[src/rtl/dipcl_pkg.sv]
package dipcl_pkg;

    localparam int RAM_BYTES    = 65536;
    localparam int SECTOR_BYTES = 256;

    // Highest address the loader may not write to, and the last byte of a sector.
    localparam logic [15:0] TOP_ADDR  = 16'(RAM_BYTES - 1);
    localparam logic [7:0]  LAST_BYTE = 8'(SECTOR_BYTES - 1);

    localparam logic [5:0] TRACKS_MAX        = 6'd42;
    localparam logic [5:0] TRACK_COUNT_RESET = 6'd35;

    // Byte positions within a sector.
    localparam logic [7:0] IDX_LINK_TRACK  = 8'd0;
    localparam logic [7:0] IDX_LINK_SECTOR = 8'd1;
    localparam logic [7:0] IDX_LOAD_LO     = 8'd2;
    localparam logic [7:0] IDX_LOAD_HI     = 8'd3;
    localparam logic [7:0] FULL_USED       = 8'd254;

    localparam logic CMD_START = 1'b0;
    localparam logic CMD_BYTE  = 1'b1;

    localparam logic [1:0] KIND_WRITE = 2'd0;
    localparam logic [1:0] KIND_REQ   = 2'd1;
    localparam logic [1:0] KIND_DONE  = 2'd2;
    localparam logic [1:0] KIND_FAIL  = 2'd3;

    localparam int Q_DEPTH = 4;
    localparam int Q_AW    = $clog2(Q_DEPTH);

    typedef struct packed {
        logic       cmd;
        logic [7:0] start_track;
        logic [7:0] start_sector;
        logic [7:0] data_byte;
    } t_item;

    typedef struct packed {
        logic [1:0]  kind;
        logic [15:0] ram_address;
        logic [7:0]  ram_data;
        logic [17:0] image_offset;
        logic [5:0]  req_track;
        logic [4:0]  req_sector;
        logic [15:0] end_address;
        logic        last;
    } t_result;

    // Up to two results from one item, in delivery order.
    typedef struct packed {
        logic [1:0] cnt;
        t_result    first;
        t_result    second;
    } t_res_pair;

    // Sectors per track in each speed zone; zero for a track that does not exist.
    function automatic logic [4:0] zone_count(logic [7:0] t);
        logic [4:0] z;
        if (t == 8'd0 || t > {2'b00, TRACKS_MAX}) z = 5'd0;
        else if (t <= 8'd17) z = 5'd21;
        else if (t <= 8'd24) z = 5'd19;
        else if (t <= 8'd30) z = 5'd18;
        else z = 5'd17;
        return z;
    endfunction

    // Number of sectors on all tracks below track t (t from 1 to 43).
    function automatic logic [9:0] sectors_before(logic [5:0] t);
        logic [9:0] tw;
        logic [9:0] s;
        tw = {4'd0, t};
        if (t <= 6'd1) s = 10'd0;
        else if (t <= 6'd18) s = 10'((tw - 10'd1) * 10'd21);
        else if (t <= 6'd25) s = 10'(10'd357 + (tw - 10'd18) * 10'd19);
        else if (t <= 6'd31) s = 10'(10'd490 + (tw - 10'd25) * 10'd18);
        else s = 10'(10'd598 + (tw - 10'd31) * 10'd17);
        return s;
    endfunction

    function automatic logic sector_ok(logic [7:0] t, logic [7:0] s, logic [5:0] tc);
        logic [4:0] z;
        z = zone_count(t);
        return (z != 5'd0) && (t <= {2'b00, tc}) && (s < {3'b000, z});
    endfunction

    function automatic logic [17:0] sector_offset(logic [7:0] t, logic [7:0] s);
        logic [9:0] n;
        n = 10'(sectors_before(t[5:0]) + {2'b00, s});
        return {n, 8'h00};
    endfunction

    function automatic logic [9:0] disk_total(logic [5:0] tc);
        logic [5:0] n;
        n = (tc > TRACKS_MAX) ? TRACKS_MAX : tc;
        return sectors_before(6'(n + 6'd1));
    endfunction

    function automatic t_result mk_write(logic [15:0] addr, logic [7:0] data);
        t_result r;
        r = '0;
        r.kind = KIND_WRITE;
        r.ram_address = addr;
        r.ram_data = data;
        return r;
    endfunction

    function automatic t_result mk_req(logic [7:0] t, logic [7:0] s);
        t_result r;
        r = '0;
        r.kind = KIND_REQ;
        r.image_offset = sector_offset(t, s);
        r.req_track = t[5:0];
        r.req_sector = s[4:0];
        return r;
    endfunction

    // End of a load: failure when nothing was written, otherwise the end address.
    function automatic t_result mk_finish(logic [15:0] wp, logic [15:0] la);
        t_result r;
        r = '0;
        if (wp == la) begin
            r.kind = KIND_FAIL;
        end else begin
            r.kind = KIND_DONE;
            r.end_address = wp;
        end
        return r;
    endfunction

    function automatic t_result mk_fail();
        t_result r;
        r = '0;
        r.kind = KIND_FAIL;
        return r;
    endfunction

endpackage

[src/rtl/disk_image_prg_chain_loader_top.sv]
// An accepted item is registered, then turned into results held in the result queue.
// Throughput: one item per cycle while the result queue has room; the last byte of a
// sector may cause two results, which a four-entry result queue absorbs; results leave
// at up to one per cycle.
// Reset: synchronous, active low; clears the load state and sets track_count to 35.
module disk_image_prg_chain_loader_top (
    input  logic               i_clk,
    input  logic               i_rst_n,
    input  logic               i_in_valid,
    output logic               o_in_ready,
    input  dipcl_pkg::t_item   i_in,
    output logic               o_out_valid,
    input  logic               i_out_ready,
    output dipcl_pkg::t_result o_out,
    input  logic               i_cfg_valid,
    output logic               o_cfg_ready,
    input  logic [5:0]         i_cfg_data
);

    // The core holds the input register, the chain-following state and the track
    // count register; each item it takes is turned into its results combinationally
    // and handed to the result queue in delivery order.
    dipcl_pkg::t_res_pair push;
    logic                 can_push;

    // The track count register is always free to be written.
    assign o_cfg_ready = 1'b1;

    dipcl_core u_core (
        .i_clk       (i_clk),
        .i_rst_n     (i_rst_n),
        .i_in_valid  (i_in_valid),
        .o_in_ready  (o_in_ready),
        .i_in        (i_in),
        .i_cfg_valid (i_cfg_valid),
        .i_cfg_data  (i_cfg_data),
        .i_can_push  (can_push),
        .o_push      (push)
    );

    // The result queue parts the two sides, so a stalled output does not hold up
    // new items until the queue can no longer take a full burst.
    dipcl_resq u_resq (
        .i_clk       (i_clk),
        .i_rst_n     (i_rst_n),
        .i_push      (push),
        .o_can_push  (can_push),
        .o_out_valid (o_out_valid),
        .i_out_ready (i_out_ready),
        .o_out       (o_out)
    );

endmodule

[src/rtl/dipcl_core.sv]
module dipcl_core (
    input  logic                i_clk,
    input  logic                i_rst_n,
    input  logic                i_in_valid,
    output logic                o_in_ready,
    input  dipcl_pkg::t_item    i_in,
    input  logic                i_cfg_valid,
    input  logic [5:0]          i_cfg_data,
    input  logic                i_can_push,
    output dipcl_pkg::t_res_pair o_push
);

    localparam logic PH_IDLE = 1'b0;
    localparam logic PH_LOAD = 1'b1;

    dipcl_pkg::t_item r_item;
    logic             r_item_valid;
    logic             fire;

    logic        r_phase,           n_phase;
    logic [7:0]  r_byte_index,      n_byte_index;
    logic [7:0]  r_link_track,      n_link_track;
    logic [7:0]  r_link_sector,     n_link_sector;
    logic [7:0]  r_bytes_used,      n_bytes_used;
    logic [15:0] r_write_pos,       n_write_pos;
    logic [15:0] r_load_address,    n_load_address;
    logic [9:0]  r_sectors_read,    n_sectors_read;
    logic        r_on_first,        n_on_first;
    logic [5:0]  r_track_count;
    logic [9:0]  r_disk_total;

    dipcl_pkg::t_result res;
    logic [1:0]  cnt;
    logic        stop;
    logic [7:0]  b;
    logic [7:0]  used;
    logic [7:0]  p;
    logic [7:0]  skip;
    logic [15:0] wp;
    logic [9:0]  sr;

    assign fire       = r_item_valid && i_can_push;
    assign o_in_ready = !r_item_valid || i_can_push;

    always_ff @(posedge i_clk) begin
        if (!i_rst_n) begin
            r_item_valid <= 1'b0;
        end else if (o_in_ready) begin
            r_item_valid <= i_in_valid;
        end
        if (o_in_ready && i_in_valid) begin
            r_item <= i_in;
        end
    end

    always_ff @(posedge i_clk) begin
        if (!i_rst_n) begin
            r_track_count <= dipcl_pkg::TRACK_COUNT_RESET;
            r_disk_total  <= dipcl_pkg::disk_total(dipcl_pkg::TRACK_COUNT_RESET);
        end else if (i_cfg_valid) begin
            r_track_count <= i_cfg_data;
            r_disk_total  <= dipcl_pkg::disk_total(i_cfg_data);
        end
    end

    always_comb begin
        n_phase        = r_phase;
        n_byte_index   = r_byte_index;
        n_link_track   = r_link_track;
        n_link_sector  = r_link_sector;
        n_bytes_used   = r_bytes_used;
        n_write_pos    = r_write_pos;
        n_load_address = r_load_address;
        n_sectors_read = r_sectors_read;
        n_on_first     = r_on_first;
        o_push         = '0;
        res            = '0;
        cnt            = 2'd0;
        stop           = 1'b0;
        b              = r_item.data_byte;
        used           = 8'd0;
        p              = 8'(r_byte_index - 8'd2);
        skip           = r_on_first ? 8'd2 : 8'd0;
        wp             = r_write_pos;
        sr             = 10'(r_sectors_read + 10'd1);

        if (fire) begin
            if (r_item.cmd == dipcl_pkg::CMD_START) begin
                n_link_track   = 8'd0;
                n_link_sector  = 8'd0;
                n_bytes_used   = 8'd0;
                n_write_pos    = 16'd0;
                n_load_address = 16'd0;
                n_sectors_read = 10'd0;
                n_on_first     = 1'b1;
                n_byte_index   = 8'd0;
                if (dipcl_pkg::sector_ok(r_item.start_track, r_item.start_sector,
                                         r_track_count)) begin
                    n_phase = PH_LOAD;
                    o_push.first = dipcl_pkg::mk_req(r_item.start_track,
                                                     r_item.start_sector);
                end else begin
                    n_phase = PH_IDLE;
                    o_push.first = dipcl_pkg::mk_fail();
                end
                cnt = 2'd1;
            end else if (r_phase == PH_LOAD) begin
                if (r_byte_index == dipcl_pkg::IDX_LINK_TRACK) begin
                    n_link_track = b;
                end else if (r_byte_index == dipcl_pkg::IDX_LINK_SECTOR) begin
                    n_link_sector = b;
                    if (r_link_track != 8'd0) used = dipcl_pkg::FULL_USED;
                    else if (b >= 8'd2) used = 8'(b - 8'd1);
                    else used = 8'd0;
                    n_bytes_used = used;
                    // A first sector too short to hold a load address fails at once.
                    if (r_on_first && used < 8'd2) begin
                        n_phase = PH_IDLE;
                        o_push.first = dipcl_pkg::mk_fail();
                        cnt = 2'd1;
                        stop = 1'b1;
                    end
                end else if (r_on_first && r_byte_index <= dipcl_pkg::IDX_LOAD_HI) begin
                    if (r_byte_index == dipcl_pkg::IDX_LOAD_LO) begin
                        n_load_address = {8'h00, b};
                    end else begin
                        n_load_address = {b, r_load_address[7:0]};
                        n_write_pos    = {b, r_load_address[7:0]};
                    end
                end else if (p >= skip && p < r_bytes_used) begin
                    if (r_write_pos >= dipcl_pkg::TOP_ADDR) begin
                        // Pointer already at the top when a sector's payload opens.
                        if (p == skip) begin
                            n_phase = PH_IDLE;
                            o_push.first = dipcl_pkg::mk_finish(r_write_pos,
                                                                r_load_address);
                            cnt = 2'd1;
                            stop = 1'b1;
                        end
                    end else begin
                        o_push.first = dipcl_pkg::mk_write(r_write_pos, b);
                        cnt = 2'd1;
                        wp = 16'(r_write_pos + 16'd1);
                        n_write_pos = wp;
                    end
                end

                if (!stop) begin
                    if (r_byte_index == dipcl_pkg::LAST_BYTE) begin
                        n_sectors_read = sr;
                        if (r_link_track == 8'd0 || sr >= r_disk_total
                            || !dipcl_pkg::sector_ok(r_link_track, r_link_sector,
                                                     r_track_count)) begin
                            n_phase = PH_IDLE;
                            res = dipcl_pkg::mk_finish(wp, r_load_address);
                        end else begin
                            n_on_first = 1'b0;
                            n_byte_index = 8'd0;
                            res = dipcl_pkg::mk_req(r_link_track, r_link_sector);
                        end
                        if (cnt == 2'd0) o_push.first = res;
                        else o_push.second = res;
                        cnt = 2'(cnt + 2'd1);
                    end else begin
                        n_byte_index = 8'(r_byte_index + 8'd1);
                    end
                end
            end
        end

        if (cnt == 2'd1) o_push.first.last = 1'b1;
        if (cnt == 2'd2) o_push.second.last = 1'b1;
        o_push.cnt = cnt;
    end

    always_ff @(posedge i_clk) begin
        if (!i_rst_n) begin
            r_phase        <= PH_IDLE;
            r_byte_index   <= 8'd0;
            r_link_track   <= 8'd0;
            r_link_sector  <= 8'd0;
            r_bytes_used   <= 8'd0;
            r_write_pos    <= 16'd0;
            r_load_address <= 16'd0;
            r_sectors_read <= 10'd0;
            r_on_first     <= 1'b1;
        end else begin
            r_phase        <= n_phase;
            r_byte_index   <= n_byte_index;
            r_link_track   <= n_link_track;
            r_link_sector  <= n_link_sector;
            r_bytes_used   <= n_bytes_used;
            r_write_pos    <= n_write_pos;
            r_load_address <= n_load_address;
            r_sectors_read <= n_sectors_read;
            r_on_first     <= n_on_first;
        end
    end

    // Two results from one item only come from the last byte of a sector.
    a_two_on_last: assert property (@(posedge i_clk) disable iff (!i_rst_n)
        (o_push.cnt == 2'd2) |-> (r_byte_index == dipcl_pkg::LAST_BYTE))
        else $error("two results away from the end of a sector");

    // Nothing is produced while the result queue lacks room.
    a_no_push_blocked: assert property (@(posedge i_clk) disable iff (!i_rst_n)
        !i_can_push |-> (o_push.cnt == 2'd0))
        else $error("results produced while the queue is full");

    // A load only becomes active through a start item.
    a_load_from_start: assert property (@(posedge i_clk) disable iff (!i_rst_n)
        (r_phase == PH_IDLE && fire && r_item.cmd == dipcl_pkg::CMD_BYTE)
        |=> (r_phase == PH_IDLE))
        else $error("byte item started a load");

endmodule

[src/rtl/dipcl_resq.sv]
module dipcl_resq (
    input  logic                 i_clk,
    input  logic                 i_rst_n,
    input  dipcl_pkg::t_res_pair i_push,
    output logic                 o_can_push,
    output logic                 o_out_valid,
    input  logic                 i_out_ready,
    output dipcl_pkg::t_result   o_out
);

    dipcl_pkg::t_result r_mem [dipcl_pkg::Q_DEPTH];
    logic [dipcl_pkg::Q_AW-1:0] r_wr;
    logic [dipcl_pkg::Q_AW-1:0] r_rd;
    logic [dipcl_pkg::Q_AW:0]   r_count;
    logic [dipcl_pkg::Q_AW-1:0] wr_next;
    logic                       pop;

    assign wr_next     = dipcl_pkg::Q_AW'(r_wr + 1'b1);
    assign o_out_valid = (r_count != '0);
    assign o_out       = r_mem[r_rd];
    assign pop         = o_out_valid && i_out_ready;
    // Room for the largest burst one item can cause.
    assign o_can_push  = (r_count <= (dipcl_pkg::Q_AW+1)'(dipcl_pkg::Q_DEPTH - 2));

    always_ff @(posedge i_clk) begin
        if (i_push.cnt != 2'd0) begin
            r_mem[r_wr] <= i_push.first;
        end
        if (i_push.cnt == 2'd2) begin
            r_mem[wr_next] <= i_push.second;
        end
    end

    always_ff @(posedge i_clk) begin
        if (!i_rst_n) begin
            r_wr    <= '0;
            r_rd    <= '0;
            r_count <= '0;
        end else begin
            r_wr    <= dipcl_pkg::Q_AW'(r_wr + i_push.cnt);
            r_rd    <= dipcl_pkg::Q_AW'(r_rd + pop);
            r_count <= (dipcl_pkg::Q_AW+1)'(r_count + i_push.cnt - pop);
        end
    end

    a_count_bound: assert property (@(posedge i_clk) disable iff (!i_rst_n)
        r_count <= (dipcl_pkg::Q_AW+1)'(dipcl_pkg::Q_DEPTH))
        else $error("result queue overflow");

    a_pop_only: assert property (@(posedge i_clk) disable iff (!i_rst_n)
        (pop && i_push.cnt == 2'd0) |=> (r_count == $past(r_count) - 1'b1))
        else $error("result queue count lost track of a pop");

endmodule

[config.mk]
export PLATFORM = sky130hd
export DESIGN_NAME = disk_image_prg_chain_loader_top
export DESIGN_NICKNAME = d
export VERILOG_FILES = /design/src/rtl/dipcl_pkg.sv /design/src/rtl/disk_image_prg_chain_loader_top.sv /design/src/rtl/dipcl_core.sv /design/src/rtl/dipcl_resq.sv
export SDC_FILE = /design/constraint.sdc
export NUM_CORES = 1
export LEC_CHECK = 0
export BUFFER_PORTS_ARGS = -buffer_cell sky130_fd_sc_hd__buf_4
export CAP_MARGIN = 20
export CORE_ASPECT_RATIO = 1.25
export CORE_MARGIN = 2
export CORE_UTILIZATION = 25
export DETAILED_ROUTE_END_ITERATION = 6
export PLACE_DENSITY_LB_ADDON = 0.2
export SYNTH_ARGS = -nofsm -noshare
export SYNTH_HDL_FRONTEND = slang
export SYNTH_SLANG_ARGS = --single-unit
[constraint.sdc]
create_clock -name i_clk -period 6.28 [get_ports i_clk]
set_input_delay 0.314 -clock i_clk [delete_from_list [all_inputs] [get_ports i_clk]]
set_output_delay 0.314 -clock i_clk [all_outputs]
set_load 0.01 [all_outputs]
======== Word level (Yosys, flattened, before mapping) ========
Memories as Yosys holds them, arrays and structs flattened. A register that Yosys moved wholly into a read port is not among the register bits.
Index checks and enable logic that the tools add are counted.
storage, ports and cells
  input bits .............................. 36
  memories ................................ 1
  output and inout bits ................... 75
  register bits after elaboration ......... 125
  bits in writable memories ............... 288
cells by class
  add/subtract/negate cells ............... 35
  multiply operators ...................... 12
  order comparisons ....................... 33
  equal/unequal tests ..................... 20
  muxes and demuxes ....................... 156
  reduce and logical (&&, ||, !) cells .... 34
memories
  memory        words  bits a word  rd ports  clocked after Yosys merged registers in  wr ports  RTL line          source
  u_resq.r_mem  4      72           1         1                                        2         dipcl_resq.sv:11  dipcl_pkg::t_result r_mem [dipcl_pkg::Q_DEPTH];
operator list
  cell                      number
  $mux W72                  13
  $mux W144                 4
  $mux W16                  22
  $mux W10                  25
  $mux W8                   23
  $mul A10 B5 Y10 const B   9
  $mux W5                   13
  $sub A6 B5 Y7 const B     9
  $add A9 B10 Y10 const A   6
  $le A6 B5 Y1 const B      9
  $le A8 B5 Y1 const B      6
  $mux W1                   39
  $eq A16 B16 Y1            2
  $mux W2                   16
  $add A10 B10 Y10 const A  3
  $mul A10 B4 Y9 const B    3
  $logic_not A8 Y1          3
  $sub A6 B1 Y7 const B     3
  $add A10 B8 Y10           2
  $ne A2 B2 Y1 const B      10
  $le A6 B1 Y1 const B      3
  $add A16 B1 Y16 const B   1
  $ge A16 B16 Y1 const B    1
  $gt A8 B6 Y1 const B      2
  other kinds (40)          63

======== Longest topological paths before layout ========
Gate-level depths: netlist of run 1.
  word-level depth ........................ 40
  gate-level depth with buffers ........... 26
  depth with buffers taken out ............ 26

======== By module ========
From an unflattened synthesis of run 1, not the netlist that was laid out.
second synthesis, totals
  cells, all modules ...................... 2,919
  area total of the unflattened synthesis .. 31,888.1 um2
modules (own cells, without submodules)
  module                           area each (um2)  cells each  seq. area each (um2)  times used
  dipcl_core                       16,985.0         2,175       2,612.5               1
  dipcl_resq                       14,891.8         742         8,788.4               1
  disk_image_prg_chain_loader_top  11.3             2           0.0                   1

======== Worst setup path after synthesis of run 1 ========
Ideal clock, no wire load.
  path kind ............................... input -> register
  from .................................... input port i_cfg_data[1]
  to ...................................... register u_core.r_disk_total[9]
  buffers on the path ..................... 0
  arrival time ............................ 5,135 ps
  library setup time ...................... 145 ps
  path slack .............................. 1,001 ps
  stages on the path ...................... 25
  data required time ...................... 6,135 ps
  cells stage by stage .................... a21o_1 a21oi_1 o21ai_1 inv_1 ha_1 xnor2_1 ha_1 a211oi_1 xnor2_1 ha_1 ha_1 inv_1 fa_1 inv_1 ha_1 inv_1 o21bai_1 a21oi_1 o21bai_1 a21oi_1 xnor3_1 a21oi_1 a31oi_1 a21oi_1 o221ai_1
between the ends
  word-level cells in the longest chain between the ends .. 10
  elaborated cells on any way between the ends .. 22
  those cells by class .................... 8 x add/sub; 4 x mul; 5 x order compare; 5 x mux
RTL lines
  what                                                        RTL line                               source
  from (decl)                                                 disk_image_prg_chain_loader_top.sv:17  input logic [5:0] i_cfg_data
  $gt A6 B6 Y1                                                dipcl_pkg.sv:94                        n = (tc > TRACKS_MAX) ? TRACKS_MAX : tc;
  $mux W6 (*)                                                 dipcl_pkg.sv:94
  $add A6 B1 Y6 (*)                                           dipcl_pkg.sv:95                        return sectors_before(6'(n + 6'd1));
  $sub A6 B5 Y7, on equally long branches                     dipcl_pkg.sv:76, dipcl_pkg.sv:75
  $mul A10 B5 Y10 / $mul A10 B4 Y9 (equally long branches)    dipcl_pkg.sv:76, dipcl_pkg.sv:75
  $add A10 B10 Y10 / $add A9 B10 Y10 (equally long branches)  dipcl_pkg.sv:76, dipcl_pkg.sv:75
  $mux W10                                                    dipcl_pkg.sv:75                        else if (t <= 6'd31) s = 10'(10'd490 + (tw - 10'd25) * 10'd18);
  $mux W10                                                    dipcl_pkg.sv:74                        else if (t <= 6'd25) s = 10'(10'd357 + (tw - 10'd18) * 10'd19);
  $mux W10                                                    dipcl_pkg.sv:73                        else if (t <= 6'd18) s = 10'((tw - 10'd1) * 10'd21);
  $mux W10 (*)                                                dipcl_pkg.sv:72                        if (t <= 6'd1) s = 10'd0;
  to (signal assigned)                                        dipcl_core.sv:59                       r_disk_total <= dipcl_pkg::disk_total(dipcl_pkg::TRACK_COUNT_RESET);
  to (signal assigned)                                        dipcl_core.sv:62                       r_disk_total <= dipcl_pkg::disk_total(i_cfg_data);
  to (decl)                                                   dipcl_core.sv:30                       logic [9:0] r_disk_total;
Mark *: on every way between the ends. The rest lies on a longest branch, timed or not.
A chain may end at the register's enable or synchronous reset.

==> impl_metrics.toml, run 1 <==
[timing]
worst_pin_slew_ps = 1175
max_freq_mhz = 176.9
worst_slack_ps = 626.5
final.min_clock_period_ps = 5654
finalClockSkew_ps = 46.42
slew_viol_final = 0
tns_ps = 0
fin_hold_ws_ps = 67.28
finalCritPeriodShare = 0.9002
grt_setup_unrepaired = "no"
slew_headroom = 0.2167
finalSetupViolations = 0
hold_viol_final = 0

[setup_path]
crit_path_max_incr_delay_ps = 520
path_common_cell = "ha_1"
ff2ff_setup_slack_ps = 630
r2r_end = "u_resq.r_mem[0][45]"
cp_num_buf_inv = 5
cp.required_ps = 6630
crit_type = "register to register"
critPathTopFamily = "adder cells"
r2r_cells = 27
worstReg2RegStart = "u_core.r_item[17]"
path_max_fanout = 12
critPathSlowestCell = "fa_1"
cp-end-kind = "register"
start_kind = "register"
worstPathArrival_ps = 6000

[placement]
dpl.cell_count = 4362
port_buffers = 101
place.gp.congestion = 0.8449
place_ws_ps = 488.3
dp_hpwl_um = 69380

[cts]
cts_buffers = 48
clk_latency_ps = 630
cts_max_level = 2
cts_tree = "yes"
clk_pin_slew_ps = 60
cts_sinks = 381
cts-root-buf = "clkbuf_16"
cts_buffer_depth = 3

[yosys]
yosysMostFrequentCell = "ha_1"
synthArstFlopShare = 0
synth_commonest_cells = "ha_1 (258), nand2_1 (232), dfxtp_1 (196), inv_1 (196), edfxtp_1 (185)"
yosys.area.top_type = "edfxtp_1"
avgSynthCellArea_um2 = 9.576
synth_enable_flop_cells = 185
ys_top_cells_by_area = "edfxtp_1 (20%), dfxtp_1 (14%), ha_1 (12%)"
yosysWarnings = 0
synth_top_area_share = 0.2001
yosysSeqAreaShare = 0.3414
synthDistinctLibCells = 97
ys_ff_latch = 381
synth_cells = 2900
netlist_area_um2 = 27770
synthFlopType = "dfxtp_1"

[min_path]
hold_path_startpoint = "i_cfg_data[3]"
whs_endpoint = "u_core.r_track_count[3]"
hp-class = "primary input to register"
holdPathStages = 3

[power]
fin_total_pwr_mw = 9.193
ir_worst_vdd_v = 0.0002060
leakagePower_nw = 12.33
p_per_area_nw_per_um2 = 285.5

[finish]
drive_above_1_share = 0.1309
regArea_um2 = 9487
layout.cells.non_filler = 4482
fillCellCount = 11588
nets = 3327
multi_input_area_um2 = 16780
syn_to_final_growth_pct = 15.97

[floorplanning]
coreArea_um2 = 110100
dieArea_um2 = 113800
die_x_um = 302.1
pin_count = 111
die_y_um = 376.6
rows = 136
start_util = 0.2522

[drt]
drt_iter0_markers = 1235
wl_per_cell_um = 21.06
wirelength_um = 94400
route.detailed.drc = 0
vias = 22099
first_pass_iters = 5
viasPerCell = 4.931
ant_nets = 0

[grt]
globalRouteTotalUtil = 0.1639
antenna_found_initial = 4
overflow = 0
grt_pass1_wl_um = 143400
first_global_vias = 22519
grt_max_degree = 53

[run]
cap_violations = 0

[run_status]
status = "finished, final reports clean"
==> layer usage <==
| metal | part of all wire | GRT usage | vias to the layer above | wire length (um) |
|---|---|---|---|---|
| met5 | 0.00014 | 0 | - | 13 |
| met2 | 0.50 | 0.2901 | 484 | 46740 |
| met1 | 0.44 | 0.2095 | 10763 | 41460 |
| met3 | 0.038 | 0.01630 | 122 | 3623 |
| met4 | 0.027 | 0.04652 | 2 | 2562 |
| li1 | - | - | 10728 | - |
==> cell type report <==
type / instances / share of cell area
Inverter: 198 / 0.02308
Antenna cell: 1 / 0.00007771
Clock inverter: 30 / 0.01111
Clock buffer: 59 / 0.04014
Tap cell: 1449 / 0.05630
Timing Repair Buffer: 217 / 0.05362
Sequential cell: 381 / 0.2946
Multi-Input combinational cell: 2147 / 0.5211
==> report_power, final <==
| part | leakage [nW] | internal, mW | switching (mW) | total [mW] |
|---|---|---|---|---|
| registers | 3.40 | 2.65 | 0.156 | 2.81 |
| logic | 8.12 | 1.55 | 1.94 | 3.48 |
| clock network | 0.806 | 1.72 | 1.18 | 2.90 |
| total | 12.3 | 5.92 | 3.27 | 9.19 |
==> cell usage in the layout, fill, tap and decap left out, types with 40 or more instances in the layout <==
cell,netlist,layout
a22o_1,91,91
edfxtp_1,185,185
buf_4,16,186
nand2_1,232,231
a21oi_1,143,142
nand3_1,96,95
clkbuf_16,0,48
inv_1,196,193
nor2_1,149,148
nor3_1,53,53
mux4_2,64,64
xor2_1,81,81
o21ai_0,135,135
nor2b_1,65,63
fa_1,40,40
xnor2_1,141,141
dfxtp_1,196,194
ha_1,258,258
==> state kept, by name, indices dropped and copies added (netlist names) <==
| signal | flops |
|---|---|
| u_core.r_item | 17 |
| u_core.r_byte_index | 8 |
| u_core.r_link_sector | 8 |
| u_core.r_on_first | 1 |
| u_core.r_link_track | 8 |
| u_resq.r_rd | 2 |
| u_core.b | 8 |
| u_core.r_phase | 1 |
| u_core.r_sectors_read | 10 |
| u_core.r_load_address | 16 |
| u_resq.r_mem | 256 |
| u_core.r_track_count | 6 |
| u_core.r_write_pos | 16 |
| u_core.r_item_valid | 1 |
| u_core.r_bytes_used | 8 |
| u_resq.r_wr | 2 |
| u_resq.r_count | 3 |
| u_core.r_disk_total | 10 |
==> tightest hold or removal path: stages <==
cell and delay (ps):
buf_4 130, mux2i_1 80, nor2b_1 90
==> what timing repair did <==
action / CTS / global route
hold buffers: 29 / 0
gates resized for setup: 0 / 1
endpoints found under the setup margin: 0 / 1
hold endpoints to repair: 29 / 0
buffers inserted: 0 / 0
==> how the worst max path moves through the flow <==
stage / to / startpoint / cells after the start / slack, ps
after CTS: u_core.r_disk_total[9] / i_cfg_data[1] / 28 / 570
after global routing: u_core.r_disk_total[9] / i_cfg_data[1] / 28 / 110
after global placement: u_core.r_disk_total[9] / i_cfg_data[1] / 27 / 500
after detailed placement: u_core.r_disk_total[9] / i_cfg_data[1] / 27 / 490
final: u_resq.r_mem[0][45] / u_core.r_item[17] / 27 / 630
after floorplan: u_core.r_disk_total[9] / i_cfg_data[1] / 25 / 1000
==> logic make-up (layout without fill, tap and decap cells) <==
group	count (synthesis)	count (layout)	synth area share
XOR/XNOR	223	223	0.07083
AND/OR/NAND/NOR	804	804	0.1467
other	2	10	0.0002704
adder cells (fa/ha/maj)	298	298	0.1451
flip-flops	381	381	0.3414
AO/OA/AOI/OAI	725	725	0.1782
multiplexers	88	88	0.06083
buffers and inverters	379	504	0.05677
==> metrics by stage <==
stage	utilization	cell area [um^2]
3_5_place_dp	0.2748	30250
4_1_cts	0.2924	32190
3_3_place_gp	0.2747	30240
2_1_floorplan	-	27800
6_report	0.2925	32200
5_1_grt	0.2925	32200
No activity file was read; power rests on OpenSTA's default activity.
==> run 2, diff against run 1 <==
MAX_ROUTING_LAYER = met4   (was unset)
==> impl_metrics.toml, run 2 (synthesis gave the netlist of run 1 again) <==
[grt]
grt_max_degree = 53
first_global_vias = 22525
globalRouteTotalUtil = 0.1685
antenna_found_initial = 4
overflow = 0
grt_pass1_wl_um = 143200

[timing]
finalCritPeriodShare = 0.8991
worst_pin_slew_ps = 1164
tns_ps = 0
finalSetupViolations = 0
max_freq_mhz = 177.1
slew_headroom = 0.2237
hold_viol_final = 0
final.min_clock_period_ps = 5646
grt_setup_unrepaired = "no"
slew_viol_final = 0
finalClockSkew_ps = 45.85

[cts]
cts_buffers = 48
cts-root-buf = "clkbuf_16"
cts_sinks = 381
cts_buffer_depth = 3
post_cts_buffers = 0
cts_tree = "yes"
clk_latency_ps = 630
cts_max_level = 2
clk_pin_slew_ps = 60

[power]
p_per_area_nw_per_um2 = 285.3
leakagePower_nw = 12.33
ir_worst_vdd_v = 0.0002066

[finish]
largestRegisters = "u_resq.r_mem (256), u_core.r_item (17)"
regMostFlops = "u_resq.r_mem"
final_cell_mix = "ha_1 (258), nand2_1 (231), dfxtp_1 (194)"
multi_input_area_um2 = 16780
layout.cells.non_filler = 4483
fillCellCount = 11587
syn_to_final_growth_pct = 15.98
final_common_cell = "ha_1"
nets = 3327
drive_above_1_share = 0.1309
largest_register_ffs = 256
regArea_um2 = 9487

[floorplanning]
die_y_um = 376.6
die_x_um = 302.1
pin_count = 111
rows = 136
coreArea_um2 = 110100
dieArea_um2 = 113800
start_util = 0.2522

[run]
cap_violations = 0

[min_path]
hp-class = "primary input to register"

[setup_path]
path_max_fanout = 12
crit_path_max_incr_delay_ps = 520
critPathSlowestCell = "fa_1"
start_kind = "register"
crit_type = "register to register"
cp-end-kind = "register"
cp_num_buf_inv = 5
cp.required_ps = 6630
critPathTopFamily = "adder cells"
worstPathArrival_ps = 6000
path_common_cell = "ha_1"

[placement]
dp_hpwl_um = 69380
port_buffers = 101
place.gp.congestion = 0.8582
dpl.cell_count = 4362

[drt]
ant_nets = 0
wl_per_cell_um = 21.02
viasPerCell = 4.928
vias = 22094
drt_iter0_markers = 1210
first_pass_iters = 5
route.detailed.drc = 0
wirelength_um = 94220

[run_status]
status = "finished, final reports clean"
run 2: layout make-up:
class                           instances  share of cell area
Clock inverter                         30             0.01111
Multi-Input combinational cell       2147              0.5211
Timing Repair Buffer                  217             0.05361
Clock buffer                           59             0.04013
Sequential cell                       381              0.2946
Antenna cell                            2           0.0001554
Inverter                              198             0.02308
Tap cell                             1449             0.05629
run 2: metal layers:
metal	vias to the layer above	wire length, um	global-route usage
met1	10779	41300	0.2088
met5	-	0	-
met3	121	3524	0.01630
met4	0	2501	0.04633
li1	10727	-	-
met2	467	46900	0.2905
run 2: final timing paths:
path / startpoint / endpoint / slack, ps / cells past startpoint
max: u_core.r_item[17] / u_resq.r_mem[0][45] / 630 / 27
min: i_cfg_data[3] / u_core.r_track_count[3] / 70 / 3
max reg2reg: u_core.r_item[17] / u_resq.r_mem[0][45] / 630 / 27
min reg2reg: u_resq.r_mem[0][54] / u_resq.r_mem[0][54] / 450 / 2
run 2: through the flow:
step	hold slack, ps	power (mW)	util	setup WS [ps]	cell area (um^2)
2_1_floorplan	412.9	5.276	-	1001	27800
3_3_place_gp	436.4	6.376	0.2747	502.5	30240
3_5_place_dp	442.2	6.366	0.2748	488.3	30250
4_1_cts	26.64	9.323	0.2924	567.7	32190
5_1_grt	86.72	9.793	0.2925	105.7	32210
6_report	66.90	9.189	0.2925	633.7	32210
run 2: worst register-to-register path: cells and delay by family, from the launching register on:
kind	cells	cell delay, ps
flops	1	360
buf+inv	5	610
simple gates	4	520
fa+ha+maj	6	2090
xor+xnor	3	460
compound gates	9	1380
run 2: what timing repair did:
action / 4_1_cts / 5_1_grt
endpoints found under the hold margin: 29 / 0
hold buffers: 29 / 0
endpoints found under the setup margin: 0 / 1
gates resized for setup: 0 / 1
run 2: power breakdown:
| group | switching [mW] | total [mW] | internal, mW | leakage, nW |
|---|---|---|---|---|
| combinational | 1.93 | 3.48 | 1.55 | 8.12 |
| clock | 1.18 | 2.90 | 1.72 | 0.806 |
| sequential | 0.154 | 2.81 | 2.65 | 3.40 |
| total | 3.27 | 9.19 | 5.92 | 12.3 |
